<file path="src/rtl/cnc_ram.sv">
`timescale 1ns / 1ps

module cnc_ram #(
  parameter int WIDTH = 8,
  parameter int DEPTH = 256
) (
  input  logic                     clk_i,
  input  logic                     we_i,
  input  logic [$clog2(DEPTH)-1:0] waddr_i,
  input  logic [WIDTH-1:0]         wdata_i,
  input  logic [$clog2(DEPTH)-1:0] raddr_i,
  output logic [WIDTH-1:0]         rdata_o
);

  logic [WIDTH-1:0] mem_q [DEPTH];
  logic [WIDTH-1:0] rdata_q;

  always_ff @(posedge clk_i) begin
    if (we_i) begin
      mem_q[waddr_i] <= wdata_i;
    end
    rdata_q <= mem_q[raddr_i];
  end

  assign rdata_o = rdata_q;

endmodule

</file>
<file path="config.mk">
export PLATFORM = sky130hd
export DESIGN_NAME = cnc_ram
export DESIGN_NICKNAME = d
export VERILOG_FILES = /design/src/rtl/cnc_ram.sv
export SDC_FILE = /design/constraint.sdc
export NUM_CORES = 2
export LEC_CHECK = 0
export BUFFER_PORTS_ARGS = -buffer_cell sky130_fd_sc_hd__buf_2
export CORE_MARGIN = 2
export CORE_UTILIZATION = 65
export DETAILED_ROUTE_END_ITERATION = 8
export GPL_TIMING_DRIVEN = 1
export PLACE_DENSITY = 0.88
export REMOVE_ABC_BUFFERS = 1
export SLEW_MARGIN = 20
export SYNTH_ARGS = -nofsm -noshare
export SYNTH_HDL_FRONTEND = slang
export SYNTH_SLANG_ARGS = --single-unit
</file>
<file path="constraint.sdc">
create_clock -name clk_i -period 4.4 [get_ports clk_i]
set_clock_uncertainty 0.05 [all_clocks]
set_input_delay 0.22 -clock clk_i [delete_from_list [all_inputs] [get_ports clk_i]]
set_output_delay 0.22 -clock clk_i [all_outputs]
set_load 0.01 [all_outputs]
</file>
# ---- After elaboration in Yosys (flattened, before gate mapping)
# Memories as Yosys holds them, arrays and structs flattened. A register that Yosys moved wholly into a read port is not among the register bits.
# Index checks and enable logic that the tools add are counted.
dict set report word_totals {
  regBits 0
  mem_bits_rw 2048
  wordCells 3
  mem_count 1
}
# name depth width rd rd_clocked_by_memory_dff write_ports line
set memory_table {}
lappend memory_table {mem_q 256 8 1 1 1 15} ;# logic [WIDTH-1:0] mem_q [DEPTH];
dict set report op_classes {
  mux 2
}
# cell count
set ops {}
lappend ops {{2-to-1 mux 1 bit} 2}

# ---- Depth between registers and ports, before layout
dict set report logic_depth {
  word_depth 2
  depth_mapped 11
  ltp_nobuf 6
}

# ---- Worst setup path after synthesis
# OpenSTA, ideal clock, no wires.
dict set report synth_path {
  path_kind {input to register}
  start {input raddr_i[0]}
  end {register rdata_q[2], in the netlist rdata_o[2] (read register of mem_q)}
  setup_ps 131
  t_arrival_ps 2027
  setup_slack_ps 2192
  stages 9
  path_cell_list {buf_6 > buf_12 > buf_8 > buf_2 > mux4_2 > a22oi_1 > a21oi_1 > nor4_1 > nor4_2}
}
# item line
set synth_lines {}
lappend synth_lines {{start: declaration} 11} ;# input logic [$clog2(DEPTH)-1:0] raddr_i,
lappend synth_lines {{end: declaration} 16} ;# logic [WIDTH-1:0] rdata_q;

==> out/qor.txt <==
Yosys cell types: 55
# DRC: 0
Tightest Pin Transition: 1.34 ns
Power consumption: 39.7 mW
MaxCap Viol Count: 0
DPL Wire Length: 120,000 µm
Worst slew margin: 0.0993
Initial antenna violation count: 17
Routed len/inst: 40.3 µm
Clk sink count: 2,056
Share of cells above drive strength 1: 0.218
Most frequent cells in the layout: edfxtp_1 (2,048), mux4_2 (454), nor2_1 (279), clkbuf_16 (190), mux2i_1 (134)
Final nets: 3,861
Post-synth top area cell: edfxtp_1
Minimum clock period: 3.40 ns
Total grt overflow: 0
Power Dens Cells: 454 nW/µm²
Total wire length: 227,000 µm
CTS clk-pin slew, worst paths: 0.07 ns
Clock latency on the worst-skew pair: 0.83 ns
Required time of the critical path: 5.05 ns
FILL cells: 5,978
Lkg Pwr: 26.9 nW
DRT Pass-1 Iters: 9
Ys Warns: 0
Sequential-to-total area share from yosys stat: 0.775
Setup CP Type: primary input to flop
CP max FO: 42
First DRT Iteration DRCs: 9,042
Main area contributors after synthesis: edfxtp_1 (77%), mux4_2 (13%), mux2i_1 (1.7%)
VDD IR max: 0.000443 V
CTS Buf Count: 187
Root Buffer: clkbuf_16
Status: finished clean
Post_cts resized: 0
Vias: 43.7k
Final Hold Fails: 0
Post-synth ARST share: 0
TritonCTS clock tree: done
Die ar.: 125,000 µm²
Die Span Y: 354 µm
Core area: 122,000 µm²
Ys flop type: edfxtp_1
First-pass GRT wire length: 321,000 µm
Max clock buf depth: 3
Largest net degree at the start of global routing: 213
#FFs+latches synth: 2,056
Post-synth EDFFs: 2,048
Met3 WL: 33,000 µm
WL met2: 108,000 µm
Final worst-path cycle share: 0.774
Worst hold path type: primary input to flop
GRT Util Overall: 0.365
Unrepaired setup endpoints after global routing: no
Synth top area share: 0.773
Placed Instance Area: 81,500 µm²
Antenna viol nets, final: 0
Final Max Slew Viols: 0
Max layer used: met5
Setup TNS: 0 ns
CTS Hold Buffers Added: 1
Initial core utilization: 0.654
Syn avg cell area: 21.3 µm²
Crit path arrival time: 4.06 ns
CP Capture Type: flop
Area Overhead vs Synth: 9.86%
Post-CTS Setup Bufs: 0
Post-route cell area: 87,400 µm²
Die width: 354 µm
Num ports: 34
FP Rows: 128
Syn Inst Count: 3,733
Drt via density: 7.77
Mapped cell area: 79,600 µm²
Routed length on met1: 67,900 µm
Input/output buffers: 33
Startpoint types: primary input
Vias in the first global route: 43.7k
GPL Wtd Cong: 0.896
Fmax: 0.294 GHz
Htree depth: 4
Setup violations, final: 0
Most common cell after layout, fill and taps aside: edfxtp_1
## Yosys cell counts, drive strengths merged, types with 2 or more instances
cell     number
edfxtp     2048
mux4        456
nor2        282
mux2i       134
a22oi       133
buf         122
clkbuf      111
a21oi        96
o221ai       47
nand3        34
nand2        33
nor2b        31
o22ai        28
nor4         27
nor3         22
a211oi       16
a221oi       14
o21ai        12
nand4        10
o211ai       10
a22o          8
dfxtp         8
nand2b        8
and2          6
a2111oi       5
o22a          5
o32ai         5
or2           4
a311oi        2
a31oi         2
and3b         2
nand3b        2
## metal layers
layer / track usage / up-vias
met5: 0 / -
met4: 0.222 / 22
met3: 0.108 / 1205
met2: 0.572 / 4843
met1: 0.456 / 21700
li1: - / 15900
## per-stage QoR
step                      std cells   util  setup WS, ns  hold slack (ns)
after floorplan                3500      -          1.72            0.269
after global placement         5265  0.670         0.594            0.662
after detailed placement       5267  0.670         0.705            0.670
after CTS                      5608  0.718          1.36           0.0610
after global routing           5611  0.719          1.20            0.105
final                          5622  0.719         0.995           0.0648
## cells by family (layout without fill, tap and decap cells)
kind of cell / Yosys count / in the layout / synth area share
AO/OA/AOI/OAI: 385 / 385 / 0.0342
other: 0 / 11 / 0
multiplexers: 591 / 591 / 0.146
buffers and inverters: 235 / 488 / 0.0183
flip-flops: 2056 / 2056 / 0.775
AND/OR/NAND/NOR: 466 / 466 / 0.0263
## final timing paths
path	start	to	slack, ns	depth (start not counted)
worst max register to register	mem_q[26][5]	rdata_o[5]	1.34	6
worst min-delay path	wdata_i[5]	mem_q[203][5]	0.06	1
worst max-delay path	raddr_i[2]	rdata_o[0]	1.0	9
worst min register to register	mem_q[52][2]	rdata_o[2]	1.14	6
## sequential cells by signal, indices dropped and copies added, names as in the netlist
name and flops:
mem_q 2048, rdata_o 8
## cell type report
cell class / instances / area [µm²] / area share
Timing Repair Buffer: 146 / 1390 / 0.0159
Antenna cell: 11 / 27.5 / 0.000315
Tap cell: 1625 / 2030 / 0.0233
Inverter: 2 / 7.51 / 0.0000859
Clock inverter: 94 / 788 / 0.00902
Clock buffer: 246 / 4990 / 0.0571
Multi-Input combinational cell: 1442 / 16500 / 0.189
Sequential cell: 2056 / 61700 / 0.705
## worst max-delay path: stages
cell and delay [ns]:
buf_4 0.70, nand2_1 0.75, buf_4 0.46, o221ai_1 0.32
o211ai_1 0.18, a21oi_1 0.65, nor4_1 0.14, buf_4 0.18
nor4_2 0.40
## where the power goes
group	switching (mW)	internal, mW	total (mW)
Clock	7.26	8.69	16.0
Combinational	1.41	0.663	2.07
Sequential	0.0525	21.6	21.6
Total	8.72	30.9	39.7
Note: power is estimated with default switching activity, not from simulation.
