--- src/rtl/cnc_pkg.sv ---
`timescale 1ns / 1ps

package cnc_pkg;

  localparam int MAX_MB_WIDTH    = 256;
  localparam int ENTRIES_PER_COL = 24;
  localparam int STORE_DEPTH     = MAX_MB_WIDTH * ENTRIES_PER_COL;
  localparam int COL_W           = (MAX_MB_WIDTH > 1) ? $clog2(MAX_MB_WIDTH) : 1;
  localparam int ADDR_W          = $clog2(STORE_DEPTH);
  localparam int POS_W           = 5;
  localparam int COUNT_W         = 5;
  localparam int NC_W            = 6;
  localparam int FLAGS_W         = 6;

  localparam logic [POS_W-1:0]   CB_BASE     = 5'd16;
  localparam logic [POS_W-1:0]   CR_BASE     = 5'd20;
  localparam logic [POS_W-1:0]   LAST_POS    = 5'd23;
  localparam logic [POS_W-1:0]   DC_LEFT_POS = 5'd5;
  localparam logic [POS_W-1:0]   DC_UP_POS   = 5'd10;
  localparam logic [COUNT_W-1:0] PCM_COUNT   = 5'd16;
  localparam logic [NC_W-1:0]    NC_CHROMA_DC = 6'h3F;

  // pattern flag bit positions
  localparam int FLAG_CDC = 4;
  localparam int FLAG_CAC = 5;

  typedef enum logic [2:0] {
    OP_LUMA_DC = 3'd0,
    OP_LUMA_AC = 3'd1,
    OP_CB_AC   = 3'd2,
    OP_CR_AC   = 3'd3,
    OP_CB_DC   = 3'd4,
    OP_CR_DC   = 3'd5,
    OP_PCM     = 3'd6
  } op_e;

  typedef enum logic [2:0] {
    S_IDLE,
    S_RDA,
    S_RDB,
    S_CAPB,
    S_PCM,
    S_FIN
  } state_e;

  // neighbor lookup for one block
  typedef struct packed {
    logic [ADDR_W-1:0] addr_a;
    logic [ADDR_W-1:0] addr_b;
    logic [ADDR_W-1:0] addr_w;
    logic [ADDR_W-1:0] col_base;
    logic              has_a;
    logic              has_b;
  } nbr_t;

  typedef logic [15:0][3:0]        blk_map_t;
  typedef logic [255:0][COL_W-1:0] col_tab_t;

  // coding order to raster order, its own inverse
  localparam blk_map_t BLK_MAP = {4'd15, 4'd14, 4'd11, 4'd10, 4'd13, 4'd12, 4'd9, 4'd8,
                                  4'd7, 4'd6, 4'd3, 4'd2, 4'd5, 4'd4, 4'd1, 4'd0};

  // column of every 8-bit mb_x, wrapped at the line width
  function automatic col_tab_t build_col_tab();
    col_tab_t t;
    int       c;
    c = 0;
    for (int x = 0; x < 256; x++) begin
      t[x] = COL_W'(c);
      c = (c == MAX_MB_WIDTH - 1) ? 0 : c + 1;
    end
    return t;
  endfunction

  localparam col_tab_t COL_TAB = build_col_tab();

endpackage

--- src/rtl/cnc_nbr.sv ---
`timescale 1ns / 1ps

module cnc_nbr import cnc_pkg::*; (
  input  logic [2:0] op_i,
  input  logic [7:0] mb_x_i,
  input  logic [7:0] mb_y_i,
  input  logic [3:0] block_index_i,
  output nbr_t       nbr_o
);

  logic [COL_W-1:0]  col;
  logic [COL_W-1:0]  lcol;
  logic [ADDR_W-1:0] cur_base;
  logic [ADDR_W-1:0] left_base;
  logic              left_ok;
  logic              up_ok;
  logic [3:0]        r;
  logic [1:0]        c;
  logic [POS_W-1:0]  chroma_base;
  logic [POS_W-1:0]  pos_a;
  logic [POS_W-1:0]  pos_b;
  logic [POS_W-1:0]  pos_w;
  logic              a_left;
  logic              b_top;

  assign col      = COL_TAB[mb_x_i];
  assign lcol     = (col == '0) ? COL_W'(MAX_MB_WIDTH - 1) : col - 1'b1;
  // column times 24 as two shifts
  assign cur_base  = (ADDR_W'(col) << 4) + (ADDR_W'(col) << 3);
  assign left_base = (ADDR_W'(lcol) << 4) + (ADDR_W'(lcol) << 3);
  assign left_ok  = (mb_x_i != 8'd0);
  assign up_ok    = (mb_y_i != 8'd0);

  assign r = BLK_MAP[block_index_i];
  assign c = block_index_i[1:0];
  assign chroma_base = (op_e'(op_i) == OP_CR_AC) ? CR_BASE : CB_BASE;

  always_comb begin
    a_left = 1'b1;
    b_top  = 1'b1;
    pos_a  = DC_LEFT_POS;
    pos_b  = DC_UP_POS;
    pos_w  = {1'b0, block_index_i};
    unique case (op_e'(op_i))
      OP_LUMA_AC: begin
        a_left = (r[1:0] == 2'd0);
        b_top  = (r[3:2] == 2'd0);
        pos_a  = {1'b0, a_left ? BLK_MAP[4'(r + 4'd3)] : BLK_MAP[4'(r - 4'd1)]};
        pos_b  = {1'b0, b_top ? BLK_MAP[4'(r + 4'd12)] : BLK_MAP[4'(r - 4'd4)]};
      end
      OP_CB_AC, OP_CR_AC: begin
        a_left = ~c[0];
        b_top  = ~c[1];
        pos_a  = chroma_base + POS_W'({c[1], ~c[0]});
        pos_b  = chroma_base + POS_W'({~c[1], c[0]});
        pos_w  = chroma_base + POS_W'(c);
      end
      default: begin
        a_left = 1'b1;
        b_top  = 1'b1;
      end
    endcase
  end

  always_comb begin
    nbr_o.col_base = cur_base;
    nbr_o.addr_a   = (a_left ? left_base : cur_base) + ADDR_W'(pos_a);
    nbr_o.addr_b   = cur_base + ADDR_W'(pos_b);
    nbr_o.addr_w   = cur_base + ADDR_W'(pos_w);
    nbr_o.has_a    = a_left ? left_ok : 1'b1;
    nbr_o.has_b    = b_top ? up_ok : 1'b1;
  end

endmodule

--- config.mk ---
export PLATFORM = sky130hd
export DESIGN_NAME = cnc_nbr
export DESIGN_NICKNAME = d
export VERILOG_FILES = /design/src/rtl/cnc_pkg.sv /design/src/rtl/cnc_nbr.sv
export SDC_FILE = /design/constraint.sdc
export NUM_CORES = 1
export LEC_CHECK = 0
export BUFFER_PORTS_ARGS = -buffer_cell sky130_fd_sc_hd__buf_2
export CORE_MARGIN = 4
export CORE_UTILIZATION = 40
export DETAILED_ROUTE_END_ITERATION = 10
export GPL_ROUTABILITY_DRIVEN = 0
export PLACE_DENSITY = 0.75
export REMOVE_ABC_BUFFERS = 1
export SYNTH_ARGS = -nofsm -noshare
export SYNTH_HDL_FRONTEND = slang
export SYNTH_SLANG_ARGS = --single-unit
--- constraint.sdc ---
create_clock -name vclk -period 3.05
set_input_delay 0.305 -clock vclk [all_inputs]
set_output_delay 0.305 -clock vclk [all_outputs]
set_load 0.01 [all_outputs]
## Yosys cells after proc, flatten, opt, wreduce, memory -nomap -nowiden

Memories as Yosys holds them, arrays and structs flattened.
Index checks and enable logic that the tools add are counted.

- Add/sub/neg operators: 13
- Multipliers: 0
- Div/mod/pow operators: 0
- Magnitude comparators: 6
- Equality and inequality tests: 3
- Shift operators: 0
- Mux-type cells: 18
- Bitwise operators: 2
- Reduce and logical (&&, ||, !) cells: 6

Operator list:

| operator | number |
|---|---|
| adder 13 x 5 -> 13 bit | 3 |
| 2-to-1 mux 4 bit | 7 |
| adder 12 x 11 -> 13 bit | 2 |
| < comparator 4 x 5 -> 1 bit, second input constant | 5 |
| case mux 5 bit (2 select lines) | 2 |
| 2-to-1 mux 8 bit | 2 |
| nonzero test 8 bit | 2 |
| adder 5 x 2 -> 5 bit | 3 |
| 2-to-1 mux 13 bit | 1 |
| < comparator 8 x 9 -> 1 bit, second input constant | 1 |
| logical NOT 8 bit | 1 |
| subtractor 8 x 1 -> 8 bit, second input constant | 1 |
| == test 3 x 2 -> 1 bit, second input constant | 2 |
| 2-to-1 mux 5 bit | 1 |
| adder 4 x 2 -> 4 bit, second input constant | 1 |
| adder 4 bit, second input constant | 1 |
| logical NOT 2 bit | 2 |
| case mux 1 bit (2 select lines) | 2 |
| subtractor 4 x 1 -> 4 bit, second input constant | 1 |
| subtractor 4 x 3 -> 4 bit, second input constant | 1 |
| == test 3 x 1 -> 1 bit, second input constant | 1 |
| 2-to-1 mux 3 bit | 1 |
| 2-to-1 mux 1 bit | 2 |
| inverter 1 bit | 2 |
| OR reduction 2 bit | 1 |

- Flip-flop bits (word level): 0
- Latch bits: 0
- Memory bits (writable): 0
- Bits in read-only memories: 2368
- Input port bits: 23
- Output and inout port bits: 54
- Logic and storage cells: 54
- Memories kept: 6

Memories:

| memory | words | width | rd ports | clocked after Yosys merged registers in | write ports | RTL line | source |
|---|---|---|---|---|---|---|---|
| (name not given) | 256 | 8 | 1 | 0 | 0 | cnc_nbr.sv:26 | `assign col = COL_TAB[mb_x_i];` |
| (name not given) | 16 | 4 | 1 | 0 | 0 | cnc_nbr.sv:49 | `pos_b = {1'b0, b_top ? BLK_MAP[4'(r + 4'd12)] : BLK_MAP[4'(r - 4'd4)]};` |
| (name not given) | 16 | 4 | 1 | 0 | 0 | cnc_nbr.sv:49 |  |
| (name not given) | 16 | 4 | 1 | 0 | 0 | cnc_nbr.sv:48 | `pos_a = {1'b0, a_left ? BLK_MAP[4'(r + 4'd3)] : BLK_MAP[4'(r - 4'd1)]};` |
| (name not given) | 16 | 4 | 1 | 0 | 0 | cnc_nbr.sv:48 |  |
| (name not given) | 16 | 4 | 1 | 0 | 0 | cnc_nbr.sv:34 | `assign r = BLK_MAP[block_index_i];` |

## Logic depth before layout (Yosys ltp)

Gate-level depths: netlist (run 1).

- Depth in word-level cells: 8
- Depth in mapped cells: 14
- Depth with buffers taken out: 14

## Worst setup path after synthesis (run 1)

Ideal clock, no wire load.

- Kind: input -> output
- Start: in block_index_i[0]
- End: out nbr_o[50] (netlist name)
- Data arrival time: 2.752 ns
- Required time: 2.745 ns
- Path slack: -0.007 ns
- Cell stages on the path: 14
- Path buffers: 1
- Path through: inv_1 -> ha_1 -> nor4b_1 -> a21oi_1 -> buf_2 -> nand3_1 -> a21boi_0 -> ha_1 -> inv_1 -> fa_1 -> nor2_4 -> nand3_1 -> xor2_1 -> mux2i_1

RTL lines:

| element | RTL line | source |
|---|---|---|
| from (decl) | cnc_nbr.sv:7 | `input logic [3:0] block_index_i,` |
| to (decl) | cnc_nbr.sv:8 | `output nbr_t nbr_o` |

==> impl_results.md, run 1 <==
- VDD IR max: 0.133 mV
- Sw Pwr: 0.000502 W
- Port buffer count: 74
- Pin count of the biggest net entering global routing: 11
- Final-stage net count: 470
- Setup_tns: -0.355 ns
- N_diodes: 0
- Clock group share of total power: 0%
- Slew HR: 58.3%
- DRT Pass-1 Iters: 4
- Via density: 5.18
- Tot Pwr: 0.000986 W
- Final antenna-violating net count: 0
- # IOs: 77
- GRT overflow: 0
- Final worst-path cycle share: 106%
- Area contributors post-synth: ha_1 (22%), xnor2_1 (11%), xor2_1 (7.2%), inv_1 (6.2%), fa_1 (5.2%)
- Register area: 0 um2
- Comb power frac: 100.0%
- Residual DRC count: 0
- Share of cells above drive strength 1: 54.4%
- Violated checks: negative setup slack
- Vias: 2382
- Nature of the critical path startpoint: input pin
- Die ar.: 6010 um2
- Fin. max-slew vios: 0
- Die Ht: 77.5 um
- Status: complete, but fails checks
- Row cnt: 25
- Yosys top cell area share: 22.0%
- WL per Instance: 14.9 um
- Global-route wire length before repair: 9560 um
- Fmax: 310 MHz
- P&R area growth vs syn: 70.8%
- Vias in the first global route: 2213
- Core box area: 4690 um2
- Avg Cell Area, Syn: 7.30 um2
- Final setup violation count: 4
- Internal Power: 0.000483 W
- CP required: 2.74 ns
- Hold Crit Class: in -> out
- Setup ws final: -0.174 ns
- Clock buf count: 0
- Switching Fraction: 51.0%
- DP Cell Count: 450
- Starting Density: 41.2%
- Synth unique cells: 45
- Area leader, netlist: ha_1
- CP max FO: 4
- Yosys Warn Count: 0
- Power per cell area: 298 nW/um2
- DP Wirelength: 4720 um
- Final non-filler cell total: 460
- Total Routing Usage GR: 18.4%
- RSZ-0062 raised after global routing: yes
- Final Util: 70.4%
- Worst Setup End Kind: output pin
- Critical path type: in -> out
- Initial antenna violation count: 0
- DR iter-0 viols: 141
- Die Width: 77.5 um
- LEAKAGE: 1.65 nW
- Arrival @ worst endpoint: 2.92 ns
- Syn Inst Count: 265
- Slew @ Worst Pin: 0.622 ns
- Area of the mapped netlist: 1930 um2
- FFs & Latches: 0
- # Max-Cap Violations: 0
- Sequential share of power: 0%
- CP startpoint: mb_x_i[2]
- Seq/Total Area, Yosys: 0%
- Fin. Hold Viols: 0
- Final min period: 3.22 ns
- Worst hold start: block_index_i[1]
- Routed WL: 6840 um
## per-layer routing
layer	part of all wire, %	vias up	global-route usage [%]
li1	-	1163	-
met1	39	1099	22.2
met2	53	98	36.4
met3	5.6	22	1.04
met4	2.9	0	1.42
met5	0	-	0
## worst paths after layout
check | endpoint | depth (start not counted) | slack (ns)
max | nbr_o[53] | 16 | -0.17
min | nbr_o[16] | 2 | 0.87
## what timing repair did
| action | in CTS | in global routing |
|---|---|---|
| endpoints found under the setup margin | 5 | 12 |
| pin swaps | 9 | 34 |
| resized for setup | 23 | 81 |
| setup buffers | 1 | 10 |
| hold buffers | 0 | 0 |
## cell usage after synthesis, types with 2 or more instances
cell type,n
nand2_1,21
mux2i_1,6
xor2_1,16
and3_1,3
mux2_2,2
xor2_2,4
a211oi_1,4
o21ai_0,11
nand2b_1,5
buf_4,6
xnor2_1,24
or2_2,2
a21o_1,7
fa_1,5
nor2_1,23
nand3_1,12
and2_1,2
a21oi_1,13
ha_1,34
o211ai_1,4
nor3_1,2
o21bai_1,2
nand3b_1,3
nor4_1,2
inv_1,32
## worst max-delay path, stage by stage
cell and delay (ns):
buf_6 0.11, inv_8 0.06, ha_4 0.12, a21bo_4 0.24, xnor2_2 0.18, nand2_2 0.11, buf_6 0.15, ha_4 0.28
o211ai_1 0.12, o211ai_1 0.27, a21oi_2 0.11, xor2_1 0.17, mux2i_1 0.23, nand4b_1 0.17, xnor2_1 0.17, buf_2 0.14
## placed cells by master, fill, tap and decap left out, types with 4 or more instances in the layout
master | synthesis | layout
xor2_1 | 16 | 15
o21ai_0 | 11 | 6
buf_2 | 1 | 66
a21oi_1 | 13 | 8
nand3_1 | 12 | 11
mux2i_1 | 6 | 5
xor2_2 | 4 | 5
inv_1 | 32 | 21
nand2_1 | 21 | 18
xnor2_1 | 24 | 20
o211ai_1 | 4 | 4
inv_2 | 0 | 8
nor2_1 | 23 | 19
nor2_2 | 1 | 4
buf_4 | 6 | 66
ha_4 | 0 | 12
nand2b_1 | 5 | 5
nand2_2 | 1 | 4
a21oi_2 | 1 | 5
a211oi_2 | 0 | 4
xnor2_2 | 0 | 4
a21o_1 | 7 | 7
buf_6 | 0 | 14
ha_1 | 34 | 20
## power groups by stage
stage | registers [W] | clock network (W) | logic [W]
2_1_floorplan | 0 | 0 | 0.000463
3_5_place_dp | 0 | 0 | 0.000815
4_1_cts | 0 | 0 | 0.000849
5_1_grt | 0 | 0 | 0.00107
6_report | 0 | 0 | 0.000986
3_3_place_gp | 0 | 0 | 0.000796
## final cells by class
class / instances / area (um2)
Inverter: 32 / 138
Fill cell: 339 / 1390
Multi-Input combinational cell: 227 / 2100
Tap cell: 54 / 67.6
Timing Repair Buffer: 147 / 998
## per-stage QoR
step | hold slack, ns | worst slack, ns | area, um2
floorplan | 0.610 | -0.0559 | 1890
finish | 0.866 | -0.174 | 3300
detailed placement | 0.868 | -0.208 | 2800
global placement | 0.860 | -0.134 | 2800
CTS | 0.870 | -0.0274 | 2900
global route | 0.887 | -0.345 | 3300
## kinds of logic after synthesis
group                      Yosys count  synth area share, %
buffers and inverters               40                 8.99
adders and majority gates           39                 27.2
and+or+nand+nor                     85                 21.9
other                                1                0.194
muxes                                8                 4.27
AOI/OAI and AO/OA                   48                 16.0
xor gates and xnor gates            44                 21.5
Power figures use the tool's default switching activity.
==> run 2, diff against run 1 <==
--- a/config.mk
+++ b/config.mk
@@ -7,10 +7,10 @@
 export LEC_CHECK = 0
 export BUFFER_PORTS_ARGS = -buffer_cell sky130_fd_sc_hd__buf_2
 export CORE_MARGIN = 4
-export CORE_UTILIZATION = 40
+export CORE_UTILIZATION = 47
 export DETAILED_ROUTE_END_ITERATION = 10
 export GPL_ROUTABILITY_DRIVEN = 0
-export PLACE_DENSITY = 0.75
+export PLACE_DENSITY = 0.85
 export REMOVE_ABC_BUFFERS = 1
 export SYNTH_ARGS = -nofsm -noshare
 export SYNTH_HDL_FRONTEND = slang
==> run 2 against run 1 <==
  * The flow still finishes with violations (negative setup slack)
  * Highest routed layer unchanged
  * Global-route usage grew 3.7 points
  * Clock-buffer cell count unchanged
  * Combinational power down 8.3%
  * Wire length decreased by 1.5%
  * Largest power group unchanged
  * Total power decreased by 8.3%
  * Die area down 13%
==> impl_results.md, run 2 (synthesis results as in run 1) <==
- Status: complete, but fails checks
- Violated checks: negative setup slack
- Fin. max-slew vios: 0
- Setup_tns: -0.341 ns
- Clock group share of total power: 0%
- Fin. Hold Viols: 0
- Most common cell after layout, fill and taps aside: buf_2
- DP Cell Count: 440
- DR iter-0 viols: 137
- Port buffer count: 74
- CTS Hold Bufs: 0
- Final worst-path cycle share: 104%
- Die Width: 72.2 um
- Final setup violation count: 4
- Tot Pwr: 0.000904 W
- Pin count of the biggest net entering global routing: 11
- Setup ws final: -0.127 ns
- CP required: 2.74 ns
- CP max FO: 3
- Slew @ Worst Pin: 0.517 ns
- Die ar.: 5210 um2
- # IOs: 77
- Vias: 2361
- Slew HR: 65.3%
- RSZ-0062 raised after global routing: yes
- Starting Density: 48.4%
- Clock buf count: 0
- Routed WL: 6740 um
- Sw Pwr: 0.000478 W
- WL per Instance: 15.2 um
- Most frequent cells in the layout: buf_2 (72), buf_4 (57), inv_1 (28)
- LEAKAGE: 1.55 nW
- Final min period: 3.18 ns
- Final non-filler cell total: 443
- Total Routing Usage GR: 22.1%
- GRT overflow: 0
- Die Ht: 72.2 um
- Via density: 5.33
- Arrival @ worst endpoint: 2.87 ns
- Worst hold start: block_index_i[1]
- Hold worst-path end: nbr_o[16]
- Worst Setup End Kind: output pin
- Hold Crit Class: in -> out
- VDD IR max: 0.150 mV
- Internal Power: 0.000426 W
- Final antenna-violating net count: 0
- Power per cell area: 301 nW/um2
- Core box area: 4000 um2
- Nature of the critical path startpoint: input pin
- Comb power frac: 100.0%
- Worst slack, placed: -0.195 ns
- Sequential share of power: 0%
- Residual DRC count: 0
- DRT Pass-1 Iters: 4
- Share of cells above drive strength 1: 46.8%
- Initial antenna violation count: 0
- Register area: 0 um2
- Vias in the first global route: 2258
- # Max-Cap Violations: 0
- P&R area growth vs syn: 55.0%
- Fmax: 315 MHz
- Worst hold path depth: 2
- Global-route wire length before repair: 9590 um
- FFs & Latches: 0
- Final hold slack: 0.857 ns
- Row cnt: 23
- Switching Fraction: 52.9%
- Final-stage net count: 457
- DP Wirelength: 4700 um
- Critical path type: in -> out
- N_diodes: 0
[run 2: changes by cell type in the layout (fill, tap and decap cells not counted), moves of 6 or more]
cell   before  now
buf_6      14    4
inv_2       8    2
buf_2      66   72
inv_1      21   28
buf_4      66   57
ha_4       12    6
[run 2: worst max-delay path by stage]
stage / start / end / slack [ns] / cells past startpoint
finish: mb_x_i[0] / nbr_o[53] / -0.13 / 14
global placement: mb_x_i[1] / nbr_o[53] / -0.12 / 14
global route: mb_x_i[0] / nbr_o[53] / -0.31 / 14
CTS: mb_x_i[3] / nbr_o[53] / 0.003 / 15
floorplan: op_i[2] / nbr_o[50] / -0.06 / 11
detailed placement: mb_x_i[1] / nbr_o[53] / -0.20 / 14
[run 2: per-stage QoR]
step | area [um2] | utilization (%)
2_1_floorplan | 1890 | -
3_3_place_gp | 2750 | 68.7
3_5_place_dp | 2750 | 68.7
4_1_cts | 2890 | 72.3
5_1_grt | 3000 | 74.9
6_report | 3000 | 74.9
[run 2: timing repair]
item,in CTS,in global routing
pin swaps,15,14
buffers inserted,1,2
endpoints found under the setup margin,5,6
resized for setup,33,22
[run 2: worst max-delay path, cell delays in order]
cell and delay [ns]:
buf_2 0.12, inv_2 0.09, ha_2 0.22, xnor2_2 0.12
nand2_2 0.10, fa_2 0.44, a211oi_2 0.31, o21bai_1 0.14
a21o_1 0.22, xor2_1 0.16, mux2i_1 0.22, nand4b_1 0.16
xnor2_1 0.13, buf_2 0.15
[run 2: final cells by class]
type / instances / area [um2]
multi-input combinational: 227 / 1960
fill: 285 / 1000
timing repair buffer: 134 / 848
inverter: 32 / 128
tap: 50 / 62.6
[run 2: per-layer routing]
metal	wire length (um)	part of all wire [%]	GRT usage, %	up-vias
met5	0	0	0	-
met4	222	3.3	7.52	0
met3	431	6.4	1.25	18
met2	3500	52	41.4	100
met1	2590	38	26.4	1109
li1	-	-	-	1134
[run 2: power by group through the flow]
stage,Clock [W],Sequential [W],Combinational [W]
after CTS,0,0,0.000845
after floorplan,0,0,0.000463
after global routing,0,0,0.000973
after global placement,0,0,0.000785
final,0,0,0.000904
after detailed placement,0,0,0.000805
==> run 3, diff against run 2 <==
==> constraint.sdc (replaced) <==
create_clock -name vclk -period 3.05
set_input_delay 0.61 -clock vclk [all_inputs]
set_output_delay 0.61 -clock vclk [all_outputs]
set_load 0.01 [all_outputs]
==> run 3 against run 2 <==
  * The flow still finishes with violations (negative setup slack)
  * Wire length up 96%
  * Design area rose by 28%
  * Via count is 39% higher
  * Fmax is 31% lower
  * Critical path type unchanged
==> impl_results.md, run 3 (synthesis results as in run 1) <==
- Power per cell area: 350 nW/um2
- Die Ht: 72.2 um
- Pin count of the biggest net entering global routing: 11
- Die ar.: 5210 um2
- Setup ws final: -1.56 ns
- Clock buf count: 0
- Violated checks: negative setup slack
- Residual DRC count: 0
- Final worst-path cycle share: 151%
- Routed WL: 13200 um
- Fin. Hold Viols: 0
- VDD IR max: 0.212 mV
- Slew @ Worst Pin: 0.640 ns
- Slew HR: 57.4%
- CP max FO: 4
- Sequential share of power: 0%
- Switching Fraction: 54.1%
- Share of cells above drive strength 1: 63.9%
- DR iter-0 viols: 548
- Hold Crit Class: in -> out
- Arrival @ worst endpoint: 4.00 ns
- Critical path type: in -> out
- Comb power frac: 100.0%
- Die Width: 72.2 um
- Final setup violation count: 29
- Row cnt: 23
- Placed Area: 2930 um2
- Final-stage net count: 507
- LEAKAGE: 1.91 nW
- P&R area growth vs syn: 98.0%
- Sw Pwr: 0.000726 W
- FILL cells: 93
- # IOs: 77
- # Max-Cap Violations: 0
- DP Wirelength: 5400 um
- Via density: 6.63
- Fmax: 217 MHz
- GRT overflow: 0
- Clock group share of total power: 0%
- CTS Hold Bufs: 0
- Internal Power: 0.000615 W
- CP required: 2.44 ns
- DRT Pass-1 Iters: 7
- RSZ-0062 raised after global routing: yes
- Most frequent cells in the layout: buf_4 (89), buf_2 (67), buf_6 (26), inv_1 (19), ha_1 (18)
- Status: complete, but fails checks
- Starting Density: 48.4%
- Total Routing Usage GR: 33.9%
- Initial antenna violation count: 0
- Core box area: 4000 um2
- Nature of the critical path startpoint: input pin
- Most common cell after layout, fill and taps aside: buf_4
- WL per Instance: 26.8 um
- Final min period: 4.61 ns
- Port buffer count: 74
- Final antenna-violating net count: 0
- N_diodes: 0
- Vias in the first global route: 2831
- Final instance area: 3830 um2
- Worst Setup End Kind: output pin
- Final Util: 95.7%
- Global-route wire length before repair: 14000 um
- Setup_tns: -15.35 ns
- Register area: 0 um2
- FFs & Latches: 0
- Fin. max-slew vios: 0
- Vias: 3271
==> run 3: final timing paths <==
| kind | startpoint | endpoint | slack (ns) | cells after the start |
|---|---|---|---|---|
| max | mb_x_i[3] | nbr_o[53] | -1.56 | 17 |
| min | mb_y_i[1] | nbr_o[0] | 1.54 | 4 |
==> run 3: routing by layer <==
metal / vias to the layer above / wire length, um / track usage (%)
met5: - / 0 / 0
met4: 0 / 1480 / 14.8
met1: 1458 / 4180 / 40.3
li1: 1237 / - / -
met2: 403 / 5710 / 61.2
met3: 173 / 1820 / 3.46
==> run 3: critical path, cell delays in order <==
cell      delay, ns
buf_2          0.11
inv_1          0.09
buf_4          0.14
ha_2           0.22
nand2_4        0.06
a21oi_2        0.24
o21ai_4        0.12
buf_6          0.13
ha_4           0.29
o211ai_1       0.18
o211ai_1       0.50
a21oi_1        0.18
xor2_1         0.18
mux2i_1        0.24
nand4b_1       0.22
xnor2_1        0.28
buf_2          0.20
==> run 3: area by class of cell <==
class / instances / area, um2 / area share (%)
repair buffers: 184 / 1330 / 34.6
well taps: 50 / 62.6 / 1.63
inverters: 32 / 138 / 3.59
multi-input cells: 227 / 2300 / 60.1
==> run 3: power by group through the flow <==
stage | Combinational, W | Sequential, W | Clock (W)
global placement | 0.000830 | 0 | 0
detailed placement | 0.000866 | 0 | 0
global route | 0.00137 | 0 | 0
floorplan | 0.000463 | 0 | 0
finish | 0.00134 | 0 | 0
CTS | 0.000994 | 0 | 0
==> run 3: repair_timing <==
action                                  in CTS  in global routing
buffers inserted                            12                 20
endpoints found under the setup margin      23                 25
cloned                                       0                  0
pin swaps                                   45                 41
gates resized for setup                    105                 57
==> run 3: through the flow <==
| stage | hold slack (ns) | instances | total power (W) | setup WS [ns] |
|---|---|---|---|---|
| 6_report | 1.54 | 493 | 0.00134 | -1.56 |
| 5_1_grt | 1.57 | 493 | 0.00137 | -1.65 |
| 4_1_cts | 1.53 | 476 | 0.000994 | -0.650 |
| 3_5_place_dp | 1.53 | 464 | 0.000866 | -0.923 |
| 3_3_place_gp | 1.52 | 464 | 0.000830 | -0.777 |
| 2_1_floorplan | 1.22 | 259 | 0.000463 | -0.666 |
